<file path="src/hw/rtl/blp_pkg.sv">
`timescale 1ns / 1ps

package blp_pkg;

  localparam int ENTRY_W = 16;
  localparam int COUNT_W = 5;

  localparam logic [2:0] OP_PUSH_FRONT = 3'd0;
  localparam logic [2:0] OP_PUSH_BACK  = 3'd1;
  localparam logic [2:0] OP_POP_FRONT  = 3'd2;
  localparam logic [2:0] OP_POP_BACK   = 3'd3;
  localparam logic [2:0] OP_INSERT_AT  = 3'd4;
  localparam logic [2:0] OP_DELETE_AT  = 3'd5;

  localparam logic [1:0] ST_DONE  = 2'd0;
  localparam logic [1:0] ST_EMPTY = 2'd1;
  localparam logic [1:0] ST_RANGE = 2'd2;
  localparam logic [1:0] ST_FULL  = 2'd3;

  typedef struct packed {
    logic [ENTRY_W-1:0] pass;
    logic [ENTRY_W-1:0] seats;
    logic [ENTRY_W-1:0] num;
  } entry_t;

  // Per-cell control: the operation broadcast along the chain and where this
  // cell sits relative to the target slot.
  typedef struct packed {
    logic open_gap;
    logic close_gap;
    logic at_or_after;
    logic at_target;
  } cell_ctl_t;

endpackage

</file>
<file path="src/hw/rtl/blp_cell.sv">
`timescale 1ns / 1ps

module blp_cell (
  input  logic             clk,
  input  blp_pkg::cell_ctl_t ctl,
  input  blp_pkg::entry_t  fresh,
  input  blp_pkg::entry_t  from_left,
  input  blp_pkg::entry_t  from_right,
  output blp_pkg::entry_t  slot,
  output blp_pkg::entry_t  tap
);
  import blp_pkg::*;

  entry_t slot_r;
  entry_t slot_nxt;

  always_comb begin
    slot_nxt = slot_r;
    if (ctl.open_gap) begin
      if (ctl.at_target) begin
        slot_nxt = fresh;
      end else if (ctl.at_or_after) begin
        slot_nxt = from_left;
      end
    end else if (ctl.close_gap && ctl.at_or_after) begin
      slot_nxt = from_right;
    end
  end

  always_ff @(posedge clk) begin
    slot_r <= slot_nxt;
  end

  assign slot = slot_r;
  // The removed entry leaves through an OR tree, so idle cells give zero.
  assign tap  = (ctl.close_gap && ctl.at_target) ? slot_r : '0;

endmodule

</file>
<file path="src/hw/rtl/bounded_positional_list_top.sv">
`timescale 1ns / 1ps
// The result word of an accepted input word is registered and shows in the next cycle.
// Throughput: one operation per cycle; every cell after the target slot shifts
// away from or towards it, and the target cell is loaded, in that same cycle.
// A new word is taken only when the output register is empty or its word leaves.
// Reset (synchronous, rst_n low) empties the list; slot contents are kept.
module bounded_positional_list_top #(
  parameter int CAPACITY = 16
) (
  input  logic        clk,
  input  logic        rst_n,
  input  logic        in_tvalid,
  output logic        in_tready,
  // op[2:0], position[10:3], car_number[26:11], seat_count[42:27],
  // passenger_count[58:43], zero fill [63:59]
  input  logic [63:0] in_tdata,
  output logic        out_tvalid,
  input  logic        out_tready,
  // status[1:0], entry_count[6:2], removed_number[22:7], removed_seats[38:23],
  // removed_passengers[54:39], zero fill [55]
  output logic [55:0] out_tdata
);
  import blp_pkg::*;

  localparam int CW = $clog2(CAPACITY + 1);

  logic            accept;
  logic [2:0]      op;
  logic signed [7:0] pos;
  entry_t          fresh;
  logic [CW-1:0]   held_r;
  logic [CW-1:0]   held_nxt;
  logic [CW-1:0]   at;
  logic            do_open;
  logic            do_close;
  logic [1:0]      status;
  logic [7:0]      held8;
  logic            pos_ge_held;

  entry_t          slot  [CAPACITY];
  entry_t          tap   [CAPACITY];
  cell_ctl_t       ctl   [CAPACITY];
  entry_t          removed;

  logic            out_valid_r;
  logic [1:0]      status_r;
  logic [COUNT_W-1:0] count_r;
  entry_t          removed_r;

  assign in_tready = !out_valid_r || out_tready;
  assign accept    = in_tvalid && in_tready;

  assign op          = in_tdata[2:0];
  assign pos         = in_tdata[10:3];
  assign fresh.num   = in_tdata[26:11];
  assign fresh.seats = in_tdata[42:27];
  assign fresh.pass  = in_tdata[58:43];

  assign held8       = 8'(held_r);
  assign pos_ge_held = !pos[7] && (pos >= $signed(held8));

  always_comb begin
    do_open  = 1'b0;
    do_close = 1'b0;
    status   = ST_DONE;
    at       = '0;
    held_nxt = held_r;
    case (op)
      OP_PUSH_FRONT, OP_PUSH_BACK, OP_INSERT_AT: begin
        if (held_r >= CW'(CAPACITY)) begin
          status = ST_FULL;
        end else begin
          do_open  = 1'b1;
          held_nxt = held_r + 1'b1;
          if (op == OP_PUSH_FRONT) begin
            at = '0;
          end else if (op == OP_PUSH_BACK) begin
            at = held_r;
          end else if (pos[7] || pos == 8'sd0) begin
            at = '0;
          end else if (pos_ge_held) begin
            at = held_r;
          end else begin
            at = CW'(pos[6:0]);
          end
        end
      end
      OP_POP_FRONT, OP_POP_BACK: begin
        if (held_r == '0) begin
          status = ST_EMPTY;
        end else begin
          do_close = 1'b1;
          held_nxt = held_r - 1'b1;
          at       = (op == OP_POP_FRONT) ? '0 : held_r - 1'b1;
        end
      end
      OP_DELETE_AT: begin
        if (pos[7] || pos_ge_held) begin
          status = ST_RANGE;
        end else begin
          do_close = 1'b1;
          held_nxt = held_r - 1'b1;
          at       = CW'(pos[6:0]);
        end
      end
      default: begin
      end
    endcase
  end

  genvar k;
  generate
    for (k = 0; k < CAPACITY; k++) begin : g_cell
      entry_t left_in;
      entry_t right_in;

      assign ctl[k].open_gap    = accept && do_open;
      assign ctl[k].close_gap   = accept && do_close;
      assign ctl[k].at_or_after = CW'(k) >= at;
      assign ctl[k].at_target   = CW'(k) == at;

      if (k == 0) begin : g_first
        assign left_in = fresh;
      end else begin : g_mid_l
        assign left_in = slot[k-1];
      end
      if (k == CAPACITY - 1) begin : g_last
        assign right_in = slot[k];
      end else begin : g_mid_r
        assign right_in = slot[k+1];
      end

      blp_cell u_cell (
        .clk        (clk),
        .ctl        (ctl[k]),
        .fresh      (fresh),
        .from_left  (left_in),
        .from_right (right_in),
        .slot       (slot[k]),
        .tap        (tap[k])
      );
    end
  endgenerate

  always_comb begin
    removed = '0;
    for (int i = 0; i < CAPACITY; i++) begin
      removed = removed | tap[i];
    end
  end

  always_ff @(posedge clk) begin
    if (!rst_n) begin
      held_r      <= '0;
      out_valid_r <= 1'b0;
    end else begin
      if (accept) begin
        held_r      <= held_nxt;
        out_valid_r <= 1'b1;
      end else if (out_tready) begin
        out_valid_r <= 1'b0;
      end
    end
  end

  always_ff @(posedge clk) begin
    if (accept) begin
      status_r  <= status;
      count_r   <= COUNT_W'(held_nxt);
      removed_r <= removed;
    end
  end

  assign out_tvalid = out_valid_r;
  assign out_tdata  = {1'b0, removed_r.pass, removed_r.seats, removed_r.num,
                       count_r, status_r};

endmodule

</file>
<file path="config.mk">
export PLATFORM = sky130hd
export DESIGN_NAME = bounded_positional_list_top
export DESIGN_NICKNAME = d
export VERILOG_FILES = /design/src/hw/rtl/blp_pkg.sv /design/src/hw/rtl/blp_cell.sv /design/src/hw/rtl/bounded_positional_list_top.sv
export SDC_FILE = /design/constraint.sdc
export NUM_CORES = 2
export LEC_CHECK = 0
export BUFFER_PORTS_ARGS = -buffer_cell sky130_fd_sc_hd__buf_2
export CORE_ASPECT_RATIO = 0.9
export CORE_UTILIZATION = 30
export CTS_CLUSTER_SIZE = 8
export DETAILED_ROUTE_END_ITERATION = 7
export GPL_ROUTABILITY_DRIVEN = 0
export GPL_TIMING_DRIVEN = 0
export PLACE_DENSITY = 0.46
export SETUP_SLACK_MARGIN = 0.02
export SYNTH_ARGS = -nofsm -noshare
export SYNTH_HDL_FRONTEND = slang
export SYNTH_HIERARCHICAL = 1
export SYNTH_SLANG_ARGS = --single-unit
</file>
<file path="constraint.sdc">
create_clock -name clk -period 7.65 [get_ports clk]
set_input_delay 0.765 -clock clk [delete_from_list [all_inputs] [get_ports clk]]
set_output_delay 0.765 -clock clk [all_outputs]
set_load 0.05 [all_outputs]
</file>
==> results by group <==
Clocking
  – CTS-repair resized insts: 0
  – Clock transition at path regs: 0.05 ns
  – CTS tree: built
  – CTS Hold Bufs: 0
  – H-tree depth: 3
  – Clock sink count: 829
  – Max Root-Sink Buffers: 3
  – Setup Buffers After CTS: 0
  – Worst-skew pair later-pin latency: 0.75 ns
  – Root Buffer: clkbuf_16
  – CTS Buf Count: 115

Critical path
  – Crit path kind: register to register
  – Crit path required time: 8.08 ns
  – CP cell instances: buf_2 -> inv_1 -> ha_1 -> a31oi_1 -> nor2b_1 -> o21ai_1 -> a21oi_1 -> a221oi_2 -> nand3_1 -> nor3b_1 -> buf_6 -> clkbuf_1 -> nor2_1 -> nor2_4 -> buf_12
  – RR Startpoint: held_r[2]
  – CP Depth: 15
  – Worst setup EP type: register
  – Slowest stage delay, CP: 0.76 ns
  – Worst setup SP type: register
  – Worst Path Arrival: 6.09 ns
  – Crit path to: g_cell[8].u_cell/slot[22]
  – Critical path buffer and inverter count: 5
  – Worst reg2reg path endpoint: g_cell[8].u_cell/slot[22]
  – Worst Setup SP: held_r[2]
  – R2R cell count: 15
  – R2r setup slk: 1.99 ns
  – Delay-heaviest family, CP: simple AND/OR/NAND/NOR gates
  – Crit-path max FO: 29
  – CP max stage cell: a221oi_2

STA
  – Relative slew slack: 26.60%
  – Tmin final: 5.662 ns
  – Worst Max-Slew Pin Slew: 1.091 ns
  – Fmax: 176.6 MHz
  – Smallest hold slack: 0.2951 ns
  – Tcrit/Tclk final: 74.01%
  – Clock skew: 0.02699 ns
  – Final Max Slew Viols: 0
  – Final setup vio count: 0
  – Final WS setup: 1.988 ns
  – Fin. Hold Viols: 0
  – RSZ-0062 raised after global routing: no
  – Setup_tns: 0 ns

Die
  – # rows: 141
  – IO Pins: 126
  – Core Box Area: 0.1650 sq mm
  – Die width: 432.8 microns
  – Die Area: 0.1687 sq mm
  – Die height: 389.7 microns
  – Initial Util: 30.38%

Logic synthesis
  – Ys Warns: 6
  – Top FF cell, synth: edfxtp_1
  – EDFF count, synth: 823
  – Post-synthesis sequential area ratio: 49.55%
  – Yosys reg bits: 829
  – Post-synth cell types: 65
  – FFs w/ async S/R, synth: 0%
  – Synthesized area per cell: 10.43 sq um
  – Post-Syn Instances: 4805
  – Synthesized cell area: 0.05011 sq mm
  – Post-Syn Nets: 4880

Power
  – VDD IR max: 163.5 uV
  – PwrDens: 215.2 mW/mm^2
  – Leak pwr: 22.47 nW

Placed design
  – I/O Buffers: 117
  – Pre-CTS setup slack: 1.957 ns
  – Final HPWL DP: 155400 microns
  – DP Cell Count: 7170

Route
  – WL/cell: 27.82 microns
  – Routed Antenna Nets: 0
  – DR pass1 iterations: 5
  – Routed WL: 203600 microns
  – Initial DRC count: 4696
  – Vias/cell: 5.436
  – Vias: 39770
  – DR DRC count: 0

Global route
  – Global-route wire length before repair: 287000 microns
  – Global Route Usage Sum: 23.53%
  – Initial antenna violation count: 33
  – Grt ovf: 0
  – Number of global-route vias before repair: 39180
  – Largest net degree at the start of global routing: 36

Finish
  – Non-Filler Instances: 7317
  – Fin nets: 5146
  – Utilization after layout: 34.80%
  – Layout cells sized above 1: 12.86%
  – Layout fillers: 16910
  – Layout area overhead: 14.53%

Min path
  – Worst hold-check path type: input port to register

Job
  – Max-Cap Viols: 0

Status
  – Run status: finished, final reports clean
[placed cells by master (no fill, tap or decap), types with 3 or more instances in the layout]
cell,count
mux2i_1,769
buf_8,80
nand3b_1,3
nand4_1,48
o21ai_1,3
a21oi_1,802
buf_2,281
nor3_1,10
nor2b_1,10
clkinv_8,3
diode_2,6
nand2b_1,5
nor4_1,194
a21boi_0,3
xnor2_1,3
buf_12,25
nor3b_1,3
inv_1,11
clkbuf_1,111
and2_1,3
clkbuf_16,118
buf_6,17
ha_1,7
buf_4,82
and3_1,770
nor2_4,17
dfxtp_1,6
nand2_1,13
edfxtp_1,823
nor2_1,800
o21ai_0,11
buf_16,6
a31oi_1,3
[state kept, by name, summed over array words and instances (netlist names)]
name,cells
g_cell.u_cell/slot,768
out_tdata,48
count_r,5
held_r,5
status_r,2
out_tvalid,1
[worst reg2reg max path, stage by stage (launching register included)]
cell      delay (ns)
dfxtp_1         0.29
buf_2           0.23
inv_1           0.17
ha_1            0.32
a31oi_1         0.16
nor2b_1         0.10
o21ai_1         0.40
a21oi_1         0.17
a221oi_2        0.76
nand3_1         0.47
nor3b_1         0.37
buf_6           0.29
clkbuf_1        0.39
nor2_1          0.15
nor2_4          0.76
buf_12          0.29
[metrics by stage]
step	power, mW	cell area [sq um]
after floorplan	6.832	50110
after global placement	7.582	53470
after detailed placement	7.644	54280
after CTS	12.46	57380
after global routing	12.78	57390
final	12.35	57400
[layer usage]
| layer | GRT usage [%] | routed length, microns | vias up |
|---|---|---|---|
| met5 | 0 | 13 | - |
| met4 | 5.390 | 4326 | 2 |
| met3 | 4.634 | 18180 | 240 |
| met2 | 36.86 | 91540 | 1672 |
| met1 | 33.24 | 89540 | 19440 |
| li1 | - | - | 18420 |
[cells by family (layout without fill, tap and decap cells)]
family | after synthesis | in the layout | share of synthesized area [%]
AO/OA/AOI/OAI | 850 | 850 | 8.791
XOR/XNOR | 3 | 3 | 0.05244
adder cells (fa/ha/maj) | 7 | 7 | 0.1748
buffers and inverters | 453 | 743 | 6.454
flip-flops | 829 | 829 | 49.55
multiplexers | 769 | 769 | 15.36
other | 1 | 7 | 0.007483
AND/OR/NAND/NOR | 1893 | 1893 | 19.61
[worst min-delay path by stage]
stage	end	slack, ns	from	cells after the start
after floorplan	held_r[1]	0.52	held_r[1]	2
after global placement	out_tvalid	0.52	out_tvalid	2
after detailed placement	out_tvalid	0.53	out_tvalid	2
after CTS	out_tvalid	0.25	in_tvalid	3
after global routing	out_tvalid	0.29	in_tvalid	3
final	out_tvalid	0.30	in_tvalid	3
[synthesized netlist by cell type (all sizes together), types with 2 or more instances]
cell / instances / area share (%)
a21oi: 804 / 8.0
a31oi: 3 / 0.037
and2: 3 / 0.037
a221oi: 3 / 0.11
buf: 343 / 5.6
nor3b: 3 / 0.045
and3: 770 / 9.6
o221ai: 2 / 0.035
nand3: 4 / 0.075
nor2b: 11 / 0.14
ha: 7 / 0.17
dfxtp: 6 / 0.24
a21boi: 4 / 0.060
edfxtp: 823 / 49
o21ai: 16 / 0.17
inv: 13 / 0.097
clkbuf: 97 / 0.73
o211a: 2 / 0.040
xnor2: 3 / 0.052
nor4b: 3 / 0.095
or3: 2 / 0.035
or3b: 2 / 0.035
a21o: 2 / 0.030
nand2: 14 / 0.11
nand4: 48 / 0.60
nor2: 817 / 6.1
nand3b: 3 / 0.045
nor3: 12 / 0.13
nand2b: 5 / 0.062
nor4: 195 / 2.4
a211oi: 2 / 0.030
mux2i: 769 / 15
[final cells by class]
class	instances	area [sq um]	share of cell area, %
sequential	829	24830	43.27
multi-input combinational	3523	22180	38.64
buffer	440	3186	5.550
clock buffer	133	3019	5.260
tap	2216	2773	4.831
timing repair buffer	149	1262	2.200
clock inverter	8	78.83	0.1373
inverter	13	51.30	0.08938
antenna	6	15.01	0.02616
[report_power, final]
part,total [mW],internal (mW),switching [mW]
Clock,4.77,2.72,2.05
Combinational,1.84,0.575,1.26
Sequential,5.75,5.48,0.263
Power figures use the tool's default switching activity.
